### src/hw/rtl/mexp_pkg.sv
`timescale 1ns / 1ps
// Package for the modular exponentiation block: widths, register indexes, reset values
// and the sequencer state type. No dependencies.
package mexp_pkg;

	localparam int MOD_WIDTH_DEF = 16;
	localparam int EXP_WIDTH_DEF = 32;
	localparam int BASE_WIDTH    = 32;
	localparam int CFG_IDX_W     = 1;

	localparam logic [CFG_IDX_W-1:0] REG_MODULUS  = 1'd0;
	localparam logic [CFG_IDX_W-1:0] REG_EXPONENT = 1'd1;

	localparam int MODULUS_RST  = 221;
	localparam int EXPONENT_RST = 5;

	typedef enum logic [2:0] {
		ST_IDLE,
		ST_REDUCE,
		ST_BIT,
		ST_MUL,
		ST_SQR,
		ST_DONE
	} mexp_state_t;

endpackage

### src/hw/rtl/mexp_base_if.sv
`timescale 1ns / 1ps
// Input channel of the modular exponentiation block: one base value per beat.
// Depends on mexp_pkg.
interface mexp_base_if
	import mexp_pkg::*;
();
	logic                  valid;
	logic                  ready;
	logic [BASE_WIDTH-1:0] base_value;

	modport source (output valid, output base_value, input ready);
	modport sink (input valid, input base_value, output ready);
endinterface

### src/hw/rtl/mexp_power_if.sv
`timescale 1ns / 1ps
// Output channel of the modular exponentiation block: one reduced power per beat.
// Depends on mexp_pkg for the default width.
interface mexp_power_if
	import mexp_pkg::*;
#(
	parameter int MOD_WIDTH = MOD_WIDTH_DEF
) ();
	logic                 valid;
	logic                 ready;
	logic [MOD_WIDTH-1:0] power_result;

	modport source (output valid, output power_result, input ready);
	modport sink (input valid, input power_result, output ready);
endinterface

### src/hw/rtl/mexp_cfg_if.sv
`timescale 1ns / 1ps
// Register write channel of the modular exponentiation block: index and data per beat.
// Depends on mexp_pkg.
interface mexp_cfg_if
	import mexp_pkg::*;
#(
	parameter int DATA_W = EXP_WIDTH_DEF
) ();
	logic                 valid;
	logic                 ready;
	logic [CFG_IDX_W-1:0] index;
	logic [DATA_W-1:0]    data;

	modport source (output valid, output index, output data, input ready);
	modport sink (input valid, input index, input data, output ready);
endinterface

### src/hw/rtl/modular_exponentiation.sv
`timescale 1ns / 1ps
// Modular exponentiation top level: right-to-left square-and-multiply on one shared
// shift-add modular step unit. Depends on mexp_pkg and the three channel interfaces.
//
//   channel  role   payload                      width
//   base     sink   base_value                   32
//   power    source power_result                 MOD_WIDTH
//   cfg      sink   index / data (modulus, exp)  1 / max(MOD_WIDTH, EXP_WIDTH)
//
// Each item is reduced modulo the modulus bit by bit, then each exponent bit gets a
// select state, a multiply if set and a squaring; the result then goes out on power.
// The single step unit does one bit of a modular reduction or product per cycle.
// Reset loads modulus 221 and exponent 5. base.ready is high only while idle; the
// result holds on power until taken. cfg is always ready.
module modular_exponentiation
	import mexp_pkg::*;
#(
	parameter int MOD_WIDTH = MOD_WIDTH_DEF,
	parameter int EXP_WIDTH = EXP_WIDTH_DEF
) (
	input  logic        clk,
	input  logic        arst_n,
	mexp_base_if.sink   base,
	mexp_power_if.source power,
	mexp_cfg_if.sink    cfg
);

	localparam int LEN_MX = (MOD_WIDTH > BASE_WIDTH) ? MOD_WIDTH : BASE_WIDTH;
	localparam int CNT_W  = $clog2(LEN_MX);
	localparam int BIDX_W = $clog2(EXP_WIDTH + 1);
	localparam int W1     = MOD_WIDTH + 1;

	mexp_state_t state_q, state_d;

	logic [MOD_WIDTH-1:0]  mod_q;
	logic [EXP_WIDTH-1:0]  exp_q;
	logic [MOD_WIDTH-1:0]  m_q;
	logic [EXP_WIDTH-1:0]  e_q;
	logic [BASE_WIDTH-1:0] b_q;
	logic [MOD_WIDTH-1:0]  r_q;
	logic [MOD_WIDTH-1:0]  mplier_q;
	logic [MOD_WIDTH-1:0]  pw_q;
	logic [MOD_WIDTH-1:0]  acc_q;
	logic [CNT_W-1:0]      cnt_q;
	logic [BIDX_W-1:0]     bidx_q;

	logic                  base_acc;
	logic                  power_acc;
	logic                  step_bit;
	logic [MOD_WIDTH-1:0]  step_add;
	logic [W1-1:0]         dbl;
	logic [W1-1:0]         t1;
	logic [W1-1:0]         sum;
	logic [MOD_WIDTH-1:0]  step_r;
	logic                  red_end;
	logic                  mul_end;
	logic                  exp_end;

	assign base_acc  = base.valid && base.ready;
	assign power_acc = power.valid && power.ready;
	assign red_end   = (cnt_q == CNT_W'(BASE_WIDTH - 1));
	assign mul_end   = (cnt_q == CNT_W'(MOD_WIDTH - 1));
	assign exp_end   = (bidx_q == BIDX_W'(EXP_WIDTH - 1));

	// Shared step: r <- (2r + bit * add) mod m, with r below m and add at most m.
	always_comb begin
		if (state_q == ST_REDUCE) begin
			step_bit = b_q[BASE_WIDTH-1];
			step_add = MOD_WIDTH'(1);
		end else begin
			step_bit = mplier_q[MOD_WIDTH-1];
			step_add = pw_q;
		end
		dbl = {r_q, 1'b0};
		t1  = (dbl >= {1'b0, m_q}) ? (dbl - {1'b0, m_q}) : dbl;
		sum = t1 + (step_bit ? {1'b0, step_add} : '0);
		if (sum >= {1'b0, m_q}) begin
			step_r = MOD_WIDTH'(sum - {1'b0, m_q});
		end else begin
			step_r = MOD_WIDTH'(sum);
		end
	end

	always_ff @(posedge clk or negedge arst_n) begin
		if (!arst_n) begin
			mod_q <= MOD_WIDTH'(MODULUS_RST);
			exp_q <= EXP_WIDTH'(EXPONENT_RST);
		end else if (cfg.valid && cfg.ready) begin
			unique case (cfg.index)
				REG_MODULUS:  mod_q <= cfg.data[MOD_WIDTH-1:0];
				REG_EXPONENT: exp_q <= cfg.data[EXP_WIDTH-1:0];
				default: ;
			endcase
		end
	end

	// Next state
	always_comb begin
		state_d = state_q;
		unique case (state_q)
			ST_IDLE:   if (base_acc) state_d = ST_REDUCE;
			ST_REDUCE: if (red_end) state_d = ST_BIT;
			ST_BIT:    state_d = e_q[0] ? ST_MUL : ST_SQR;
			ST_MUL:    if (mul_end) state_d = ST_SQR;
			ST_SQR: begin
				if (mul_end) state_d = exp_end ? ST_DONE : ST_BIT;
			end
			ST_DONE:   if (power_acc) state_d = ST_IDLE;
			default:   state_d = ST_IDLE;
		endcase
	end

	// Outputs
	always_comb begin
		base.ready         = (state_q == ST_IDLE);
		power.valid        = (state_q == ST_DONE);
		power.power_result = acc_q;
		cfg.ready          = 1'b1;
	end

	always_ff @(posedge clk or negedge arst_n) begin
		if (!arst_n) begin
			state_q <= ST_IDLE;
		end else begin
			state_q <= state_d;
		end
	end

	always_ff @(posedge clk) begin
		unique case (state_q)
			ST_IDLE: begin
				if (base_acc) begin
					b_q    <= base.base_value;
					m_q    <= (mod_q == '0) ? MOD_WIDTH'(1) : mod_q;
					e_q    <= exp_q;
					r_q    <= '0;
					cnt_q  <= '0;
					bidx_q <= '0;
				end
			end
			ST_REDUCE: begin
				r_q   <= step_r;
				b_q   <= {b_q[BASE_WIDTH-2:0], 1'b0};
				cnt_q <= cnt_q + CNT_W'(1);
				if (red_end) begin
					pw_q  <= step_r;
					acc_q <= MOD_WIDTH'(1);
				end
			end
			ST_BIT: begin
				r_q      <= '0;
				cnt_q    <= '0;
				mplier_q <= e_q[0] ? acc_q : pw_q;
			end
			ST_MUL: begin
				if (mul_end) begin
					acc_q    <= step_r;
					r_q      <= '0;
					cnt_q    <= '0;
					mplier_q <= pw_q;
				end else begin
					r_q      <= step_r;
					mplier_q <= {mplier_q[MOD_WIDTH-2:0], 1'b0};
					cnt_q    <= cnt_q + CNT_W'(1);
				end
			end
			ST_SQR: begin
				r_q      <= step_r;
				mplier_q <= {mplier_q[MOD_WIDTH-2:0], 1'b0};
				cnt_q    <= cnt_q + CNT_W'(1);
				if (mul_end) begin
					pw_q   <= step_r;
					e_q    <= e_q >> 1;
					bidx_q <= bidx_q + BIDX_W'(1);
				end
			end
			default: ;
		endcase
	end

endmodule

### src/flat_wrapper.sv
// flat-port wrapper written by rule: the top's interface ports become plain ports
module modular_exponentiation_flat import mexp_pkg::*;
#(
	parameter int MOD_WIDTH = MOD_WIDTH_DEF,
	parameter int EXP_WIDTH = EXP_WIDTH_DEF
)
  (clk, arst_n, base_valid, base_base_value, base_ready, power_valid, power_power_result, power_ready, cfg_valid, cfg_index, cfg_data, cfg_ready);
  mexp_base_if base_i ();
  mexp_power_if #(.MOD_WIDTH(MOD_WIDTH)) power_i ();
  mexp_cfg_if #(.DATA_W(EXP_WIDTH_DEF)) cfg_i ();
  input  logic clk;
  input  logic arst_n;
  input wire logic [$bits(base_i.valid)-1:0] base_valid;
  input wire logic [$bits(base_i.base_value)-1:0] base_base_value;
  output wire logic [$bits(base_i.ready)-1:0] base_ready;
  output wire logic [$bits(power_i.valid)-1:0] power_valid;
  output wire logic [$bits(power_i.power_result)-1:0] power_power_result;
  input wire logic [$bits(power_i.ready)-1:0] power_ready;
  input wire logic [$bits(cfg_i.valid)-1:0] cfg_valid;
  input wire logic [$bits(cfg_i.index)-1:0] cfg_index;
  input wire logic [$bits(cfg_i.data)-1:0] cfg_data;
  output wire logic [$bits(cfg_i.ready)-1:0] cfg_ready;
  assign base_i.valid = base_valid;
  assign base_i.base_value = base_base_value;
  assign base_ready = base_i.ready;
  assign power_valid = power_i.valid;
  assign power_power_result = power_i.power_result;
  assign power_i.ready = power_ready;
  assign cfg_i.valid = cfg_valid;
  assign cfg_i.index = cfg_index;
  assign cfg_i.data = cfg_data;
  assign cfg_ready = cfg_i.ready;
  modular_exponentiation #(.MOD_WIDTH(MOD_WIDTH), .EXP_WIDTH(EXP_WIDTH)) u_core (.clk(clk), .arst_n(arst_n), .base(base_i), .power(power_i), .cfg(cfg_i));
endmodule
### config.mk
export PLATFORM = sky130hd
export DESIGN_NAME = modular_exponentiation_flat
export DESIGN_NICKNAME = d
export VERILOG_FILES = /design/src/hw/rtl/mexp_pkg.sv /design/src/hw/rtl/mexp_base_if.sv /design/src/hw/rtl/mexp_power_if.sv /design/src/hw/rtl/mexp_cfg_if.sv /design/src/hw/rtl/modular_exponentiation.sv /design/src/flat_wrapper.sv
export SDC_FILE = /design/constraint.sdc
export NUM_CORES = 1
export LEC_CHECK = 0
export BUFFER_PORTS_ARGS = -buffer_cell sky130_fd_sc_hd__buf_4
export CAP_MARGIN = 10
export CORE_UTILIZATION = 55
export CTS_CLUSTER_DIAMETER = 40
export DETAILED_ROUTE_END_ITERATION = 10
export PLACE_DENSITY = 0.74
export SYNTH_ARGS = -nofsm -noshare
export SYNTH_HDL_FRONTEND = slang
export SYNTH_SLANG_ARGS = --single-unit
### constraint.sdc
create_clock -name clk -period 7.8 [get_ports clk]
set_input_delay 1.17 -clock clk [delete_from_list [all_inputs] [get_ports clk]]
set_output_delay 1.17 -clock clk [all_outputs]
set_load 0.05 [all_outputs]
Yosys cells after proc, flatten, opt, wreduce, memory -nomap -nowiden
Cells that the tools add are included.
{"block": "totals", "register_bits": 206, "input_bits": 70}
{"block": "op_classes", "addsub": 5, "n_lt_le_gt_ge": 2, "eq_ne": 13, "n_mux": 35, "bitwise": 1, "reduce_logical": 20}
{"cell": "$mux 16", "n": 10}
{"cell": "$pmux 32 s2", "n": 2}
{"cell": "$mux 32", "n": 3}
{"cell": "$pmux 16 s2", "n": 2}
{"cell": "$pmux 16 s4", "n": 1}
{"cell": "$pmux 16 s3", "n": 1}
{"cell": "$ge 17x16->1", "n": 2}
{"cell": "$mux 3", "n": 7}
{"cell": "$pmux 5 s4", "n": 1}
{"cell": "$pmux 3 s6", "n": 1}
{"cell": "$add 17x16->17", "n": 1}
{"cell": "$mux 17", "n": 1}
{"cell": "$sub 17x16->17", "n": 1}
{"cell": "$logic_not 16->1", "n": 1}
{"cell": "$sub 16x16->16", "n": 1}
{"cell": "$mux 6", "n": 2}
{"cell": "$pmux 6 s2", "n": 1}
{"cell": "$mux 5", "n": 2}
{"cell": "$reduce_and 2->1", "n": 5}
{"cell": "$reduce_and 3->1", "n": 3}
{"cell": "$reduce_bool 2->1", "n": 4}
{"cell": "$add 6x1->6 const B", "n": 1}
{"cell": "$eq 3x2->1 const B", "n": 2}
{"cell": "$eq 3x3->1 const B", "n": 2}
{"cell": "15 further kinds", "n": 19}

Longest topological paths before layout
{"block": "depth", "word_depth": 8, "mapped_depth": 33}

Worst setup path after synthesis
No wires, ideal clock.
{"block": "synth_timing", "path_kind": "register to register", "start": "register u_core.r_q[2]", "end": "register u_core.pw_q[8], data pin", "setup_ps": 262, "arrival_time_ps": 6373, "required_time_ps": 7538, "slack_ps": 1165, "path_stages_with_launch": 32, "path_buffers": 2, "path_cell_list": "edfxtp_1 > ha_1 > a21o_1 > a21oi_1 > o21ai_1 > a211o_1 > a21boi_1 > o21ai_1 > clkbuf_1 > and2_1 > ha_1 > inv_1 > fa_1 > nor2b_1 > o31a_1 > o41a_1 > o41ai_2 > o21bai_1 > a31o_2 > a21oi_1 > xor2_1 > inv_1 > ha_1 > a21o_1 > a21oi_1 > o31ai_1 > o21ai_0 > nand2_1 > a211oi_1 > buf_2 > nor3_1 > or2_2"}
{"block": "synth_between", "elab_chain_cells": 7, "elab_cells_between_ends": 10}
{"item": "start, declared", "line_no": "modular_exponentiation.sv:40", "source": "logic [MOD_WIDTH-1:0] r_q;"}
{"item": "start signal, assigned", "line_no": "modular_exponentiation.sv:142", "source": "r_q <= step_r;"}
{"item": "start signal, assigned", "line_no": "modular_exponentiation.sv:162", "source": "r_q <= step_r;"}
{"item": "start signal, assigned", "line_no": "modular_exponentiation.sv:168", "source": "r_q <= step_r;"}
{"item": "$sub 17x16->17 / $ge 17x16->1 (equally long branches)", "line_no": "modular_exponentiation.sv:75", "source": "t1 = (dbl >= {1'b0, m_q}) ? (dbl - {1'b0, m_q}) : dbl;"}
{"item": "$mux 17 (*)", "line_no": "modular_exponentiation.sv:75"}
{"item": "$add 17x16->17 (*)", "line_no": "modular_exponentiation.sv:76", "source": "sum = t1 + (step_bit ? {1'b0, step_add} : '0);"}
{"item": "$sub 16x16->16 / $ge 17x16->1 (equally long branches)", "line_no": "modular_exponentiation.sv:78, modular_exponentiation.sv:77"}
{"item": "$mux 16 (*)", "line_no": "modular_exponentiation.sv:77", "source": "if (sum >= {1'b0, m_q}) begin"}
{"item": "net u_core.step_r[8]", "line_no": "modular_exponentiation.sv:54", "source": "logic [MOD_WIDTH-1:0] step_r;"}
{"item": "$mux 16 (on tied branches)", "line_no": "modular_exponentiation.sv:171, modular_exponentiation.sv:145"}
{"item": "$pmux 16 s2 (*)", "line_no": "modular_exponentiation.sv:130", "source": "unique case (state_q)"}
{"item": "end signal, assigned", "line_no": "modular_exponentiation.sv:146", "source": "pw_q <= step_r;"}
{"item": "end signal, assigned", "line_no": "modular_exponentiation.sv:172", "source": "pw_q <= step_r;"}
{"item": "end, declared", "line_no": "modular_exponentiation.sv:42", "source": "logic [MOD_WIDTH-1:0] pw_q;"}
The timed path passes the listed nets; every way through them passes the cells marked *. The select of a mux whose other input is x is not followed.
A chain may end at the register's enable or synchronous reset.

Worst setup path in the final report
{"block": "layout_timing", "start": "register u_core.r_q[2]", "end": "register u_core.r_q[2], data pin"}
{"block": "layout_between", "elab_chain_cells": 7, "elab_cells_between_ends": 9}
{"item": "$sub 17x16->17 / $ge 17x16->1 (equally long branches)", "line_no": "modular_exponentiation.sv:75"}
{"item": "$mux 17 (*)", "line_no": "modular_exponentiation.sv:75"}
{"item": "$add 17x16->17 (*)", "line_no": "modular_exponentiation.sv:76"}
{"item": "$ge 17x16->1 / $sub 16x16->16 (equally long branches)", "line_no": "modular_exponentiation.sv:77, modular_exponentiation.sv:78"}
{"item": "$mux 16 (*)", "line_no": "modular_exponentiation.sv:77"}
{"item": "$mux 16", "line_no": "modular_exponentiation.sv:156", "source": "if (mul_end) begin"}
{"item": "$pmux 16 s4 (*)", "line_no": "modular_exponentiation.sv:130"}
Mark *: on every way between the ends. The rest lies on a longest branch, timed or not.

==> results.py <==
metrics = {
    "setup_path": {
        "required_ps": 8120,
        "max_stage_delay_ps": 380,
        "crit_fanout": 19,
        "crit_family": "compound AO/OA/AOI/OAI gates",
        "start_kind": "register",
        "crit_buf_inv": 3,
        "rrSetupSlack_ps": 600,
        "crit_arrival_ps": 7520,
        "endpoint_kind": "register",
        "path_class": "register to register",
        "critPathSlowestCell": "edfxtp_1",
    },
    "synthesis": {
        "synth.area.mux_share_pct": 6.49,
        "synth-async-reset-ratio_pct": 24.8,
        "yosysWarningCount": 0,
        "yosys.area_share.simple_pct": 14.7,
        "synth_fa_ha_area_share_pct": 6.41,
        "ys.flop_type": "edfxtp_1",
        "syn_area_per_cell_um2": 10.6,
        "ys_ff_latch": 206,
        "syn_nets": 1190,
        "netlist_instances": 1064,
        "syn-cell-area_um2": 11300,
        "synth_edf_count": 155,
        "ys_types": 61,
        "synth_top_family_by_area": "simple AND/OR/NAND/NOR gates",
        "synth_compound_area_share_pct": 12.1,
        "yosysSeqAreaShare_pct": 52.7,
        "synthXorXnorAreaFrac_pct": 3.42,
    },
    "route": {
        "avgViaCountPerCell": 5.76,
        "ant_nets": 0,
        "vias": 8238,
        "drt_iter0_markers": 661,
        "drc": 0,
        "drt_first_pass_iters": 7,
        "wire_per_inst_um": 17.5,
        "totalWireLength_mm": 25.0,
    },
    "cts": {
        "cts_tree": "yes",
        "cts_hold_buf": 0,
        "cts_buffer_depth": 3,
        "clk_pin_slew_ps": 60,
        "cts-root-buf": "clkbuf_16",
        "clock_latency_ps": 540,
        "numCtsBuffers": 31,
        "clock-sinks": 206,
        "cts_max_level": 1,
    },
    "timing": {
        "setup_tns_ps": 0,
        "worstMarginPinSlew_ps": 1180,
        "period_minus_slack_ps": 7200,
        "timing.fmax_mhz": 139,
        "period_share_pct": 92.3,
        "hold_viol_final": 0,
        "max-slew-margin-rel_pct": 20.9,
        "skew_ps": 15.4,
        "slew_viol_final": 0,
        "rsz0062_at_grt": "no",
        "setup_violations": 0,
        "layout_setup_ws_ps": 601,
        "hold_ws_ps": 491,
    },
    "die": {
        "io_pins": 89,
        "dieWidth_um": 145,
        "floorplan.initialDensity_pct": 55.9,
        "coreArea_um2": 20200,
        "die_h_um": 145,
        "die-area_um2": 21100,
        "rows": 52,
    },
    "finish": {
        "final_cell_mix": "nand2_1, edfxtp_1, buf_4",
        "n_antenna_cell": 0,
        "final_common_cell": "nand2_1",
        "fillers": 1622,
        "drive_above_1_share_pct": 20.3,
        "final_util_pct": 65.6,
        "nets": 1264,
        "syn2layout_area_growth_pct": 17.3,
    },
    "run_status": {
        "status": "completed",
    },
    "placement": {
        "dpl.hpwl_mm": 17.6,
        "port_buffers": 87,
        "gp_congestion": 0.909,
        "dp_slack_ps": 526,
    },
    "global_route": {
        "antenna_found_initial": 0,
        "grt_util_all_layers_pct": 24.3,
        "grt_pass1_wl_mm": 41.6,
        "grt_max_degree": 52,
        "grt_pass1_vias": 8131,
        "overflow": 0,
    },
    "min_path": {
        "hp-class": "register to register",
    },
    "run": {
        "max-cap-violations": 0,
    },
}
==> final timing paths <==
kind | from | end | cells past startpoint
worst min-delay path | u_core.mod_q[14] | u_core.m_q[14] | 0
min in group asynchronous | arst_n | u_core.mod_q[13] | 1
worst max-delay path | u_core.r_q[2] | u_core.r_q[2] | 30
worst max register to register | u_core.r_q[2] | u_core.r_q[2] | 30
worst min register to register | u_core.mod_q[14] | u_core.m_q[14] | 0
max in group asynchronous | arst_n | u_core.state_q[2] | 1
==> Yosys cell counts (all sizes together) (3+ instances only) <==
cell    number  area share (%)
nand2      220             7.3
edfxtp     155              41
inv         58             1.9
a21oi       57             2.6
mux2        57             5.7
ha          53             5.9
clkbuf      49             1.6
nor2        48             1.6
dfrtp       43             9.5
o21ai       34             1.5
xnor2       24             1.9
and3        22             1.2
a21o        20             1.3
xor2        20             1.6
o31ai       18             1.2
a222oi      15             1.3
nand3       15            0.67
or4         14            0.93
buf         11            0.58
a211oi      10            0.67
nor2b       10            0.55
and2         9            0.50
mux2i        9            0.80
nand2b       9            0.50
dfstp        8             1.9
nor3         8            0.35
o21bai       8            0.53
nand4        6            0.33
a211o        5            0.39
a31o         4            0.31
nor4         4            0.22
o211ai       4            0.27
o21a         4            0.27
o41ai        4            0.38
or2          4            0.22
a22o         3            0.23
fa           3            0.53
==> layer usage <==
layer / part of all wire, % / wire (um) / track usage (%) / vias up
met1: 46 / 11500 / 35.6 / 3943
met2: 45 / 11300 / 37.8 / 277
met5: 0 / 0 / 0 / -
met3: 6.6 / 1650 / 4.06 / 46
met4: 2.3 / 563 / 6.05 / 0
li1: - / - / - / 3972
==> sequential cells by signal, summed over array words and instances, names as in the netlist, 16 cells and up <==
signal                     count
u_core.r_q                    16
u_core.exp_q                  32
u_core.mod_q                  16
u_core.power.power_result     16
u_core.mplier_q               16
u_core.b_q                    32
u_core.pw_q                   16
u_core.e_q                    32
u_core.m_q                    16
==> worst reg2reg max path: cells and delay by family, from the launching register on <==
kind	cells	cell delay [ps]
adder cells (fa/ha/maj)	4	1110
AO/OA/AOI/OAI	18	4220
buffers and inverters	3	420
AND/OR/NAND/NOR	4	570
flip-flops	1	380
XOR/XNOR	1	290
==> stage by stage <==
step	area [um2]	std cells
global route	13200	1430
detailed placement	12100	1374
global placement	12100	1374
CTS	13200	1429
finish	13200	1430
floorplan	11300	1064
==> cell type report <==
| type | count | area, um2 | area share (%) |
|---|---|---|---|
| sequential | 206 | 5940 | 44.9 |
| multi-input combinational | 740 | 4920 | 37.2 |
| clock buffer | 34 | 787 | 5.95 |
| timing repair buffer | 101 | 758 | 5.73 |
| tap | 270 | 338 | 2.55 |
| clock inverter | 21 | 273 | 2.06 |
| inverter | 58 | 218 | 1.65 |
==> cells by family (layout without fill, tap and decap cells) <==
| family | count (synthesis) | count (layout) |
|---|---|---|
| compound gates | 200 | 200 |
| buf+inv | 118 | 214 |
| simple gates | 373 | 373 |
| fa+ha+maj | 56 | 56 |
| flops | 206 | 206 |
| xor+xnor | 44 | 44 |
| mux | 66 | 66 |
| other cells | 1 | 1 |
==> repair_timing <==
action                                  4_1_cts  5_1_grt
endpoints found under the setup margin        0        4
setup buffers                                 0        0
resized for setup                             0        3
Power is not shown: default switching activity piles up to over one toggle a cycle in this logic, so the estimate is an artifact.
